<file path="src/sv/dvi_pkg.sv">
// shared types, table constants and widths for the voltage interpolator
`timescale 1ns / 1ps

package dvi_pkg;

	// field widths
	localparam int FW = 24;
	localparam int VW = 20;

	// table storage: sixteen slots, unused slots repeat the last real point
	localparam int SLOTS = 16;
	localparam int IW    = $clog2(SLOTS);

	// divider geometry: quotient never exceeds the voltage span
	localparam int DW         = FW;
	localparam int QW         = VW;
	localparam int XW         = VW + FW;
	localparam int STEPS      = 2;
	localparam int DIV_STAGES = QW / STEPS;

	localparam logic [FW-1:0] FREQ_TAB [SLOTS] = '{
		24'd2093000, 24'd2002000, 24'd1794000, 24'd1540000,
		24'd1352000, 24'd1014000, 24'd845000,  24'd676000,
		24'd546000,  24'd421000,  24'd286000,  24'd208000,
		24'd208000,  24'd208000,  24'd208000,  24'd208000
	};

	localparam logic [VW-1:0] VOLT_TAB [SLOTS] = '{
		20'd918750, 20'd906250, 20'd893750, 20'd862500,
		20'd837500, 20'd800000, 20'd781250, 20'd756250,
		20'd700000, 20'd725000, 20'd712500, 20'd700000,
		20'd700000, 20'd700000, 20'd700000, 20'd700000
	};

	// partial state of the long division
	typedef struct packed {
		logic [DW-1:0] rem;
		logic [QW-1:0] xlo;
		logic [QW-1:0] quot;
	} div_state_t;

	// data that rides alongside the division
	typedef struct packed {
		logic [VW-1:0] base;
		logic          rise;
	} side_t;

	// one restoring division step: bring down a dividend bit, subtract if it fits
	function automatic div_state_t div_step(div_state_t a, logic [DW-1:0] d);
		logic [DW:0] t;
		logic        fit;
		div_state_t  r;
		t   = {a.rem, a.xlo[QW-1]};
		fit = (t >= {1'b0, d});
		r.rem  = fit ? DW'(t - {1'b0, d}) : t[DW-1:0];
		r.xlo  = {a.xlo[QW-2:0], 1'b0};
		r.quot = {a.quot[QW-2:0], fit};
		return r;
	endfunction

endpackage

</file>
<file path="src/sv/dvi_div.sv">
// pipelined restoring divider, a fixed number of quotient bits per stage
`timescale 1ns / 1ps

module dvi_div (
	input  logic                      clk,
	input  logic                      arst_n,
	input  logic                      vld,
	input  logic [dvi_pkg::XW-1:0]    dividend,
	input  logic [dvi_pkg::DW-1:0]    divisor,
	input  dvi_pkg::side_t            side,
	output logic                      quot_vld,
	output logic [dvi_pkg::QW-1:0]    quot,
	output dvi_pkg::side_t            quot_side
);

	localparam int NS = dvi_pkg::DIV_STAGES;

	logic                   vld_s  [NS];
	dvi_pkg::div_state_t    st_s   [NS];
	logic [dvi_pkg::DW-1:0] dvs_s  [NS];
	dvi_pkg::side_t         side_s [NS];

	for (genvar g = 0; g < NS; g++) begin : g_stage
		logic                   vld_in;
		dvi_pkg::div_state_t    st_in;
		dvi_pkg::div_state_t    st_nx;
		logic [dvi_pkg::DW-1:0] dvs_in;
		dvi_pkg::side_t         side_in;

		// stage inputs: ports for the first stage, previous stage otherwise
		if (g == 0) begin : g_first
			assign vld_in       = vld;
			assign st_in.rem    = dividend[dvi_pkg::XW-1:dvi_pkg::QW];
			assign st_in.xlo    = dividend[dvi_pkg::QW-1:0];
			assign st_in.quot   = '0;
			assign dvs_in       = divisor;
			assign side_in      = side;
		end else begin : g_next
			assign vld_in  = vld_s[g-1];
			assign st_in   = st_s[g-1];
			assign dvs_in  = dvs_s[g-1];
			assign side_in = side_s[g-1];
		end

		// STEPS division steps in this stage, one quotient bit each
		always_comb begin
			st_nx = st_in;
			for (int k = 0; k < dvi_pkg::STEPS; k++) begin
				st_nx = dvi_pkg::div_step(st_nx, dvs_in);
			end
		end

		always_ff @(posedge clk or negedge arst_n) begin
			if (!arst_n) begin
				vld_s[g] <= 1'b0;
			end else begin
				vld_s[g] <= vld_in;
			end
		end

		always_ff @(posedge clk) begin
			st_s[g]   <= st_nx;
			dvs_s[g]  <= dvs_in;
			side_s[g] <= side_in;
		end
	end

	assign quot_vld  = vld_s[NS-1];
	assign quot      = st_s[NS-1].quot;
	assign quot_side = side_s[NS-1];

	// the remainder stays below the divisor; checked in the first and the last stage
	a_rem_first: assert property (@(posedge clk) disable iff (!arst_n)
		vld_s[0] |-> st_s[0].rem < dvs_s[0])
		else $error("divider remainder out of range in first stage");

	a_rem_last: assert property (@(posedge clk) disable iff (!arst_n)
		quot_vld |-> st_s[NS-1].rem < dvs_s[NS-1])
		else $error("divider remainder out of range in last stage");

	// valid moves through the stages one per cycle
	a_vld_flow: assert property (@(posedge clk) disable iff (!arst_n)
		quot_vld |-> $past(vld_s[0], NS-1))
		else $error("divider valid appeared without an entry");

endmodule

</file>
<file path="src/sv/dvfs_voltage_interpolator_top.sv">
// top level: frequency to supply voltage by piecewise linear interpolation
`timescale 1ns / 1ps

// Takes one frequency request (kHz) in every clock cycle and returns the
// interpolated supply voltage (microvolts) with done high for one cycle. The
// pipeline registers the segment select, then the multiply, then ten divider
// stages of two quotient bits each, then one output add.
// busy is always low: the pipeline never stalls, and results cannot be held
// off by the receiver.
module dvfs_voltage_interpolator_top #(
	parameter int LEVELS = 12
) (
	input  logic                   clk,
	input  logic                   arst_n,
	input  logic                   start,
	output logic                   busy,
	input  logic [dvi_pkg::FW-1:0] freq_khz,
	output logic                   done,
	output logic [dvi_pkg::VW-1:0] volt_uv
);

	localparam logic [dvi_pkg::IW-1:0] LAST = dvi_pkg::IW'(LEVELS - 1);
	localparam int LAT = dvi_pkg::DIV_STAGES + 3;

	logic accept;
	assign busy   = 1'b0;
	assign accept = start && !busy;

	// segment select: first point at or below the request
	logic [dvi_pkg::IW-1:0] seg_c;
	logic                   hi_c;
	logic                   lo_c;
	logic [dvi_pkg::FW-1:0] fu_c;
	logic [dvi_pkg::FW-1:0] fd_c;
	logic [dvi_pkg::VW-1:0] vu_c;
	logic [dvi_pkg::VW-1:0] vd_c;

	always_comb begin
		seg_c = LAST;
		for (int i = dvi_pkg::SLOTS - 1; i >= 1; i--) begin
			if (i < LEVELS && freq_khz >= dvi_pkg::FREQ_TAB[i]) begin
				seg_c = dvi_pkg::IW'(i);
			end
		end
		hi_c = freq_khz >= dvi_pkg::FREQ_TAB[0];
		lo_c = freq_khz <= dvi_pkg::FREQ_TAB[LAST];
		fu_c = dvi_pkg::FREQ_TAB[seg_c - 1'b1];
		fd_c = dvi_pkg::FREQ_TAB[seg_c];
		vu_c = dvi_pkg::VOLT_TAB[seg_c - 1'b1];
		vd_c = dvi_pkg::VOLT_TAB[seg_c];
	end

	// stage 1: segment parameters; clamped requests get a zero voltage span
	logic                   vld_s1;
	dvi_pkg::side_t         side_s1;
	logic [dvi_pkg::VW-1:0] span_v_s1;
	logic [dvi_pkg::FW-1:0] span_f_s1;
	logic [dvi_pkg::FW-1:0] delta_s1;

	always_ff @(posedge clk or negedge arst_n) begin
		if (!arst_n) begin
			vld_s1 <= 1'b0;
		end else begin
			vld_s1 <= accept;
		end
	end

	always_ff @(posedge clk) begin
		if (hi_c || lo_c) begin
			side_s1.base <= hi_c ? dvi_pkg::VOLT_TAB[0] : dvi_pkg::VOLT_TAB[LAST];
			side_s1.rise <= 1'b0;
			span_v_s1    <= '0;
			span_f_s1    <= dvi_pkg::FW'(1);
			delta_s1     <= '0;
		end else begin
			side_s1.base <= vu_c;
			side_s1.rise <= vu_c < vd_c;
			span_v_s1    <= (vu_c >= vd_c) ? vu_c - vd_c : vd_c - vu_c;
			span_f_s1    <= fu_c - fd_c;
			delta_s1     <= fu_c - freq_khz;
		end
	end

	// stage 2: voltage span times frequency offset
	logic                   vld_s2;
	dvi_pkg::side_t         side_s2;
	logic [dvi_pkg::XW-1:0] prod_s2;
	logic [dvi_pkg::FW-1:0] span_f_s2;

	always_ff @(posedge clk or negedge arst_n) begin
		if (!arst_n) begin
			vld_s2 <= 1'b0;
		end else begin
			vld_s2 <= vld_s1;
		end
	end

	always_ff @(posedge clk) begin
		side_s2   <= side_s1;
		prod_s2   <= dvi_pkg::XW'(span_v_s1) * dvi_pkg::XW'(delta_s1);
		span_f_s2 <= span_f_s1;
	end

	// divide by the frequency span
	logic                   div_vld;
	logic [dvi_pkg::QW-1:0] div_q;
	dvi_pkg::side_t         div_side;

	dvi_div u_div (
		.clk       (clk),
		.arst_n    (arst_n),
		.vld       (vld_s2),
		.dividend  (prod_s2),
		.divisor   (span_f_s2),
		.side      (side_s2),
		.quot_vld  (div_vld),
		.quot      (div_q),
		.quot_side (div_side)
	);

	// output: step away from the upper point's voltage
	logic                   done_q;
	logic [dvi_pkg::VW-1:0] volt_q;

	always_ff @(posedge clk or negedge arst_n) begin
		if (!arst_n) begin
			done_q <= 1'b0;
		end else begin
			done_q <= div_vld;
		end
	end

	always_ff @(posedge clk) begin
		volt_q <= div_side.rise ? div_side.base + div_q : div_side.base - div_q;
	end

	assign done    = done_q;
	assign volt_uv = volt_q;

	// every result comes from an earlier transfer, and every transfer produces one
	a_done_lat: assert property (@(posedge clk) disable iff (!arst_n)
		done |-> $past(accept, LAT))
		else $error("result without a matching request");

	a_req_done: assert property (@(posedge clk) disable iff (!arst_n)
		accept |-> ##LAT done)
		else $error("request produced no result");

	// requests at or beyond the table ends give the end voltages
	a_clamp_hi: assert property (@(posedge clk) disable iff (!arst_n)
		accept && freq_khz >= dvi_pkg::FREQ_TAB[0] |->
			##LAT volt_uv == dvi_pkg::VOLT_TAB[0])
		else $error("top clamp gave a wrong voltage");

	a_clamp_lo: assert property (@(posedge clk) disable iff (!arst_n)
		accept && freq_khz <= dvi_pkg::FREQ_TAB[LAST] |->
			##LAT volt_uv == dvi_pkg::VOLT_TAB[LAST])
		else $error("bottom clamp gave a wrong voltage");

endmodule

</file>
<file path="config.mk">
export PLATFORM = sky130hd
export DESIGN_NAME = dvfs_voltage_interpolator_top
export DESIGN_NICKNAME = d
export VERILOG_FILES = /design/src/sv/dvi_pkg.sv /design/src/sv/dvi_div.sv /design/src/sv/dvfs_voltage_interpolator_top.sv
export SDC_FILE = /design/constraint.sdc
export NUM_CORES = 2
export LEC_CHECK = 0
export BUFFER_PORTS_ARGS = -buffer_cell sky130_fd_sc_hd__buf_4
export CORE_MARGIN = 2
export CORE_UTILIZATION = 50
export CTS_CLUSTER_SIZE = 24
export DETAILED_ROUTE_END_ITERATION = 10
export PLACE_DENSITY = 0.66
export SYNTH_ARGS = -nofsm -noshare
export SYNTH_HDL_FRONTEND = slang
export SYNTH_HIERARCHICAL = 1
export SYNTH_SLANG_ARGS = --single-unit
</file>
<file path="constraint.sdc">
create_clock -name clk -period 9.8 [get_ports clk]
set_clock_uncertainty 0.2 [all_clocks]
set_input_delay 0.49 -clock clk [delete_from_list [all_inputs] [get_ports clk]]
set_output_delay 0.49 -clock clk [all_outputs]
set_load 0.05 [all_outputs]
</file>
=== Word level (Yosys, flattened, before mapping) ===
Memory sizes are Yosys's and may differ from the RTL's.
Index checks and enable logic that the tools add are counted.

* Multiplexer cells: 42
* Multiply operators: 1
* Bitwise operators: 2
* Add/sub/neg operators: 27
* Order comparisons: 36
* Reduce and logical (&&, ||, !) cells: 1

{| class="wikitable"
|+ Operators by type and width
! operator !! count
|-
| 2-to-1 mux 24 bit || 24
|-
| subtractor 24 bit || 22
|-
| >= comparator 25 x 24 -> 1 bit || 20
|-
| >= comparator 24 x 21 -> 1 bit, second input constant || 5
|-
| 2-to-1 mux 20 bit || 6
|-
| >= comparator 24 x 20 -> 1 bit, second input constant || 4
|-
| subtractor 20 bit || 3
|-
| >= comparator 24 x 19 -> 1 bit, second input constant || 2
|-
| multiplier 20 x 24 -> 44 bit || 1
|-
| 2-to-1 mux 4 bit || 7
|-
| less-or-equal comparator 24 x 18 -> 1 bit, second input constant || 1
|-
| 2-to-1 mux 21 bit || 1
|-
| adder 20 bit || 1
|-
| >= comparator 20 bit || 1
|-
| less-than comparator 20 bit || 1
|-
| 2-to-1 mux 19 bit || 1
|-
| >= comparator 5 bit, second input constant || 2
|-
| NOT 4 -> 5 bit || 2
|-
| 2-to-1 mux 2 bit || 2
|-
| subtractor 4 x 1 -> 4 bit, second input constant || 1
|-
| logical OR 1 bit || 1
|-
| 2-to-1 mux 1 bit || 1
|}

* Register bits: 211
* Memories: 7
* Output and inout port bits: 22
* Bits in writable memories: 1,070
* Word-level logic and storage cells: 139
* ROM bits: 1,408
* Input port bits: 27

{| class="wikitable"
|+ Memories
! name !! words !! bits a word !! read ports !! clocked after Yosys merged registers in !! write ports !! RTL line !! text
|-
| u_div.st_s || 10 || 62 || 10 || 0 || 10 || dvi_div.sv:19 || <nowiki>dvi_pkg::div_state_t st_s [NS];</nowiki>
|-
| (name not given) || 16 || 24 || 1 || 0 || 0 || dvfs_voltage_interpolator_top.sv:48 || <nowiki>fd_c = dvi_pkg::FREQ_TAB[seg_c];</nowiki>
|-
| (name not given) || 16 || 24 || 1 || 0 || 0 || dvfs_voltage_interpolator_top.sv:47 || <nowiki>fu_c = dvi_pkg::FREQ_TAB[seg_c - 1'b1];</nowiki>
|-
| (name not given) || 16 || 20 || 1 || 0 || 0 || dvfs_voltage_interpolator_top.sv:50 || <nowiki>vd_c = dvi_pkg::VOLT_TAB[seg_c];</nowiki>
|-
| (name not given) || 16 || 20 || 1 || 0 || 0 || dvfs_voltage_interpolator_top.sv:49 || <nowiki>vu_c = dvi_pkg::VOLT_TAB[seg_c - 1'b1];</nowiki>
|-
| u_div.dvs_s || 10 || 24 || 9 || 0 || 10 || dvi_div.sv:20 || <nowiki>logic [dvi_pkg::DW-1:0] dvs_s [NS];</nowiki>
|-
| +1 memories || - || - || - || - || - || - ||
|}

=== Logic depth before layout (Yosys ltp) ===
* Word-level depth: 18
* Depth in mapped cells: 31
* Gate-level depth less buffers: 27

=== By module ===
Netlist, hierarchy kept.

{| class="wikitable"
|+ Modules (own cells, without submodules)
! module !! times used !! seq. area each (sq um) !! area an instance (sq um) !! cells an instance
|-
| dvi_div || 1 || 17,106.4 || 45,198.3 || 4,782
|-
| dvfs_voltage_interpolator_top || 1 || 3,838.7 || 25,251.7 || 2,931
|}

=== Worst setup path after synthesis ===
No wires, ideal clock.

* Path type: register to register
* Start point: reg delta_s1[10] (netlist bit)
* End point: reg prod_s2[43] (netlist bit)
* Required time: 9.475 ns
* Data arrival time: 6.490 ns
* Setup slack: 2.985 ns
* Clock period less this slack: 6.815 ns
* Setup time: 0.125 ns
* Stages on the path, launching flop included: 25
* Buffers on the path: 2
* Path through: dfxtp_1 > clkbuf_1 > clkbuf_1 > nand2_1 > fa_1 > inv_1 > fa_1 > fa_1 > inv_1 > fa_1 > inv_1 > fa_1 > fa_1 > ha_1 > ha_1 > or3_1 > or3_1 > a211oi_1 > o21bai_1 > nand4_1 > a32oi_1 > a21oi_1 > o21ai_1 > o31ai_1 > xnor2_1

* Cells in the longest elaborated chain, start to end: 1

{| class="wikitable"
|+ RTL lines
! item !! RTL line !! text
|-
| from (decl) || dvfs_voltage_interpolator_top.sv:58 || <nowiki>logic [dvi_pkg::FW-1:0] delta_s1;</nowiki>
|-
| from (signal assigned) || dvfs_voltage_interpolator_top.sv:80 || <nowiki>delta_s1 <= fu_c - freq_khz;</nowiki>
|-
| multiplier 20 x 24 -> 44 bit || dvfs_voltage_interpolator_top.sv:100 || <nowiki>prod_s2 <= dvi_pkg::XW'(span_v_s1) * dvi_pkg::XW'(delta_s1);</nowiki>
|-
| to (signal assigned) || dvfs_voltage_interpolator_top.sv:100 ||
|-
| to (decl) || dvfs_voltage_interpolator_top.sv:87 || <nowiki>logic [dvi_pkg::XW-1:0] prod_s2;</nowiki>
|}

Every way passes these cells.
A chain may end at the register's enable or synchronous reset.

=== Worst setup path after layout ===
* Start point: reg span_v_s1[4] (netlist bit)
* End point: reg prod_s2[40] (netlist bit)

* Cells in the longest elaborated chain, start to end: 1

{| class="wikitable"
|+ RTL lines
! item !! RTL line !! text
|-
| from (decl) || dvfs_voltage_interpolator_top.sv:56 || <nowiki>logic [dvi_pkg::VW-1:0] span_v_s1;</nowiki>
|-
| from (signal assigned) || dvfs_voltage_interpolator_top.sv:78 || <nowiki>span_v_s1 <= (vu_c >= vd_c) ? vu_c - vd_c : vd_c - vu_c;</nowiki>
|-
| multiplier 20 x 24 -> 44 bit || dvfs_voltage_interpolator_top.sv:100 ||
|}

Every way passes these cells.

==> results_dict.tcl <==
set metrics [dict create \
    outcome "complete, no violations" \
    start_util 0.504 \
    crit_slowest_cell "dfxtp_1" \
    viasPerCell 5.59 \
    drv_cap 0 \
    ys_seq_area_frac 0.297 \
    hp-start "u_div/st_s[0][23]" \
    fin_crit_ps 7900 \
    relSlewSlack 0.0520 \
    initialDrtViolationCount 2912 \
    io_pins 49 \
    worst_r2r_endpoint "prod_s2[40]" \
    grt_usage 0.264 \
    synth_area_um2 70500 \
    postSynth.asyncResetShare 0.0125 \
    synth.distinct_cells 123 \
    wl_mm 190 \
    path_clk_slew_ps 70 \
    path_cells "nand2_1 > fa_1 > inv_1 > fa_1 > fa_1 > fa_1 > inv_1 > fa_1 > fa_1 > inv_1 > ha_1 > ha_1 > o21ai_0 > a21oi_1 > o211ai_1 > a21oi_1 > o22ai_1 > o21ai_0 > a31oi_1 > o21ba_2 > o21ai_0 > xor2_1" \
    wire_per_inst_um 19.6 \
    critPathArrivalTime_ps 8330 \
    r2r_start "span_v_s1[4]" \
    grt_pass1_vias 55578 \
    hpwl_mm 151 \
    critPathMostFrequentCell "fa_1" \
    vias 54124 \
    cts_resized 0 \
    crit_path_end_kind "register" \
    crit_type "register to register" \
    grt_pass1_wl_mm 299 \
    worst-path-max-fanout 24 \
    cts_max_level 3 \
    overflow 0 \
    numPortBuffers 47 \
    fmax_ghz 0.127 \
    tightest_slew_ps 1420 \
    rsz0062_at_grt "false" \
    start_kind "register" \
    setup_viol 0 \
    period_share 0.807 \
    finalSetupTns_ps 0 \
    tritoncts "done" \
    path_buf_inv 3 \
    globalplace.congestion 0.938 \
    ys_warn_count 6 \
    dieArea_um2 144000 \
    fillers 12567 \
    hp-class "register to register" \
    core_um2 140000 \
    clk_latency_ps 800 \
    regArea_um2 20900 \
    nNetsFinal 8882 \
    rows 137 \
    cts_root_buf "clkbuf_16" \
    worstPathRequired_ps 10230 \
    dieHeight_um 379 \
    first_pass_iters 6 \
    synth-seq-cells 1043 \
    grt_max_degree 67 \
    hold_end "u_div/st_s[1][25]" \
    r2r_cells 22 \
    cts_buffers 109 \
    path_delay_family "adder cells" \
    synth_edf_count 0 \
    cpPeakStageDelay_ps 1140 \
    rrSetupSlack_ps 1900 \
    min_path_cells 0 \
    antenna_found_initial 2 \
    syn2layout_area_growth_pct 8.86 \
    synth_ff_type "dfxtp_1" \
    syn_area_per_cell_um2 9.13 \
    clock-sinks 1043 \
    final_antenna_net_count 0 \
    drive_gt1_frac 0.0664 \
    die_x_um 379 \
    multi_input_area_um2 45200 \
    synthCells 7713 \
    slew_viol_final 0 \
    clk_path_buf_depth 3 \
    post-route-drc-count 0 \
    final_hold_viol_count 0 \
]
## metal layers
layer  global-route usage  part of all wire
met5                    0                 0
met4                0.160             0.065
met3               0.0277             0.036
met2                0.495              0.52
met1                0.284              0.38
## synthesized netlist by cell type, types with 120 or more instances
cell | n | area share
nand2_1 | 688 | 0.037
xor2_1 | 155 | 0.019
nor2_1 | 446 | 0.024
xnor2_1 | 316 | 0.039
fa_1 | 395 | 0.11
clkbuf_1 | 148 | 0.0079
ha_1 | 743 | 0.13
inv_1 | 897 | 0.048
dfxtp_1 | 1030 | 0.29
mux2_1 | 156 | 0.025
and2_1 | 189 | 0.017
a21oi_1 | 485 | 0.034
a21o_1 | 244 | 0.026
nor3_1 | 120 | 0.0085
o21ai_0 | 269 | 0.019
## final cells by class
type	count	share of cell area
Antenna cell	2	0.0000653
Clock buffer	139	0.0391
Clock inverter	67	0.0135
Inverter	909	0.0445
Multi-Input combinational cell	5557	0.590
Sequential cell	1043	0.273
Tap cell	1876	0.0306
Timing Repair Buffer	97	0.00959
## state kept, by name (all words and copies together), names as in the netlist, 20 cells and up
signal and cells:
u_div/st_s 416, u_div/side_s 210, delta_s1 24, span_f_s1 22, volt_uv 20, span_f_s2 22, prod_s2 43, u_div/dvs_s 216
## what timing repair did
action,CTS,global route
endpoints found under the hold margin,14,0
buffers inserted,0,0
hold buffers,3,0
## metrics by stage
| step | std cells | instance area [um2] | utilization | setup slack, ps | hold WS (ps) |
|---|---|---|---|---|---|
| 2_1_floorplan | 7719 | 70500 | - | 2990 | -5.59 |
| 3_3_place_gp | 9479 | 72600 | 0.520 | 1970 | 109 |
| 3_5_place_dp | 9479 | 72600 | 0.520 | 1930 | 112 |
| 4_1_cts | 9688 | 76700 | 0.549 | 1900 | 40.1 |
| 5_1_grt | 9688 | 76700 | 0.549 | 1430 | 44.9 |
| 6_report | 9690 | 76700 | 0.549 | 1900 | 72.7 |
## cells by family after synthesis
logic type                 share of synthesized area
xor gates and xnor gates                      0.0586
AOI/OAI and AO/OA                              0.156
and+or+nand+nor                                0.132
other                                       0.000107
DFF                                            0.297
adders and majority gates                      0.245
muxes                                         0.0504
buffers and inverters                         0.0616
## how the worst max path moves through the flow
stage                      start           end  cells past startpoint
CTS                 span_v_s1[4]   prod_s2[40]                     22
global route        span_v_s1[4]   prod_s2[42]                     25
finish              span_v_s1[4]   prod_s2[40]                     22
floorplan           delta_s1[10]   prod_s2[43]                     24
global placement    freq_khz[22]  span_v_s1[8]                     24
detailed placement  span_v_s1[4]   prod_s2[43]                     22
## cell usage in the layout (no fill, tap or decap), types with 156 or more instances in the layout
cell     Yosys  layout
a21o_1     244     244
a21oi_1    485     483
and2_1     189     189
dfxtp_1   1030    1030
fa_1       395     395
ha_1       743     743
inv_1      897     896
mux2_1     156     156
nand2_1    688     688
nor2_1     446     446
o21ai_0    269     269
xnor2_1    316     316
Power is not shown: default switching activity piles up to over one toggle a cycle in this logic, so the estimate is an artifact.
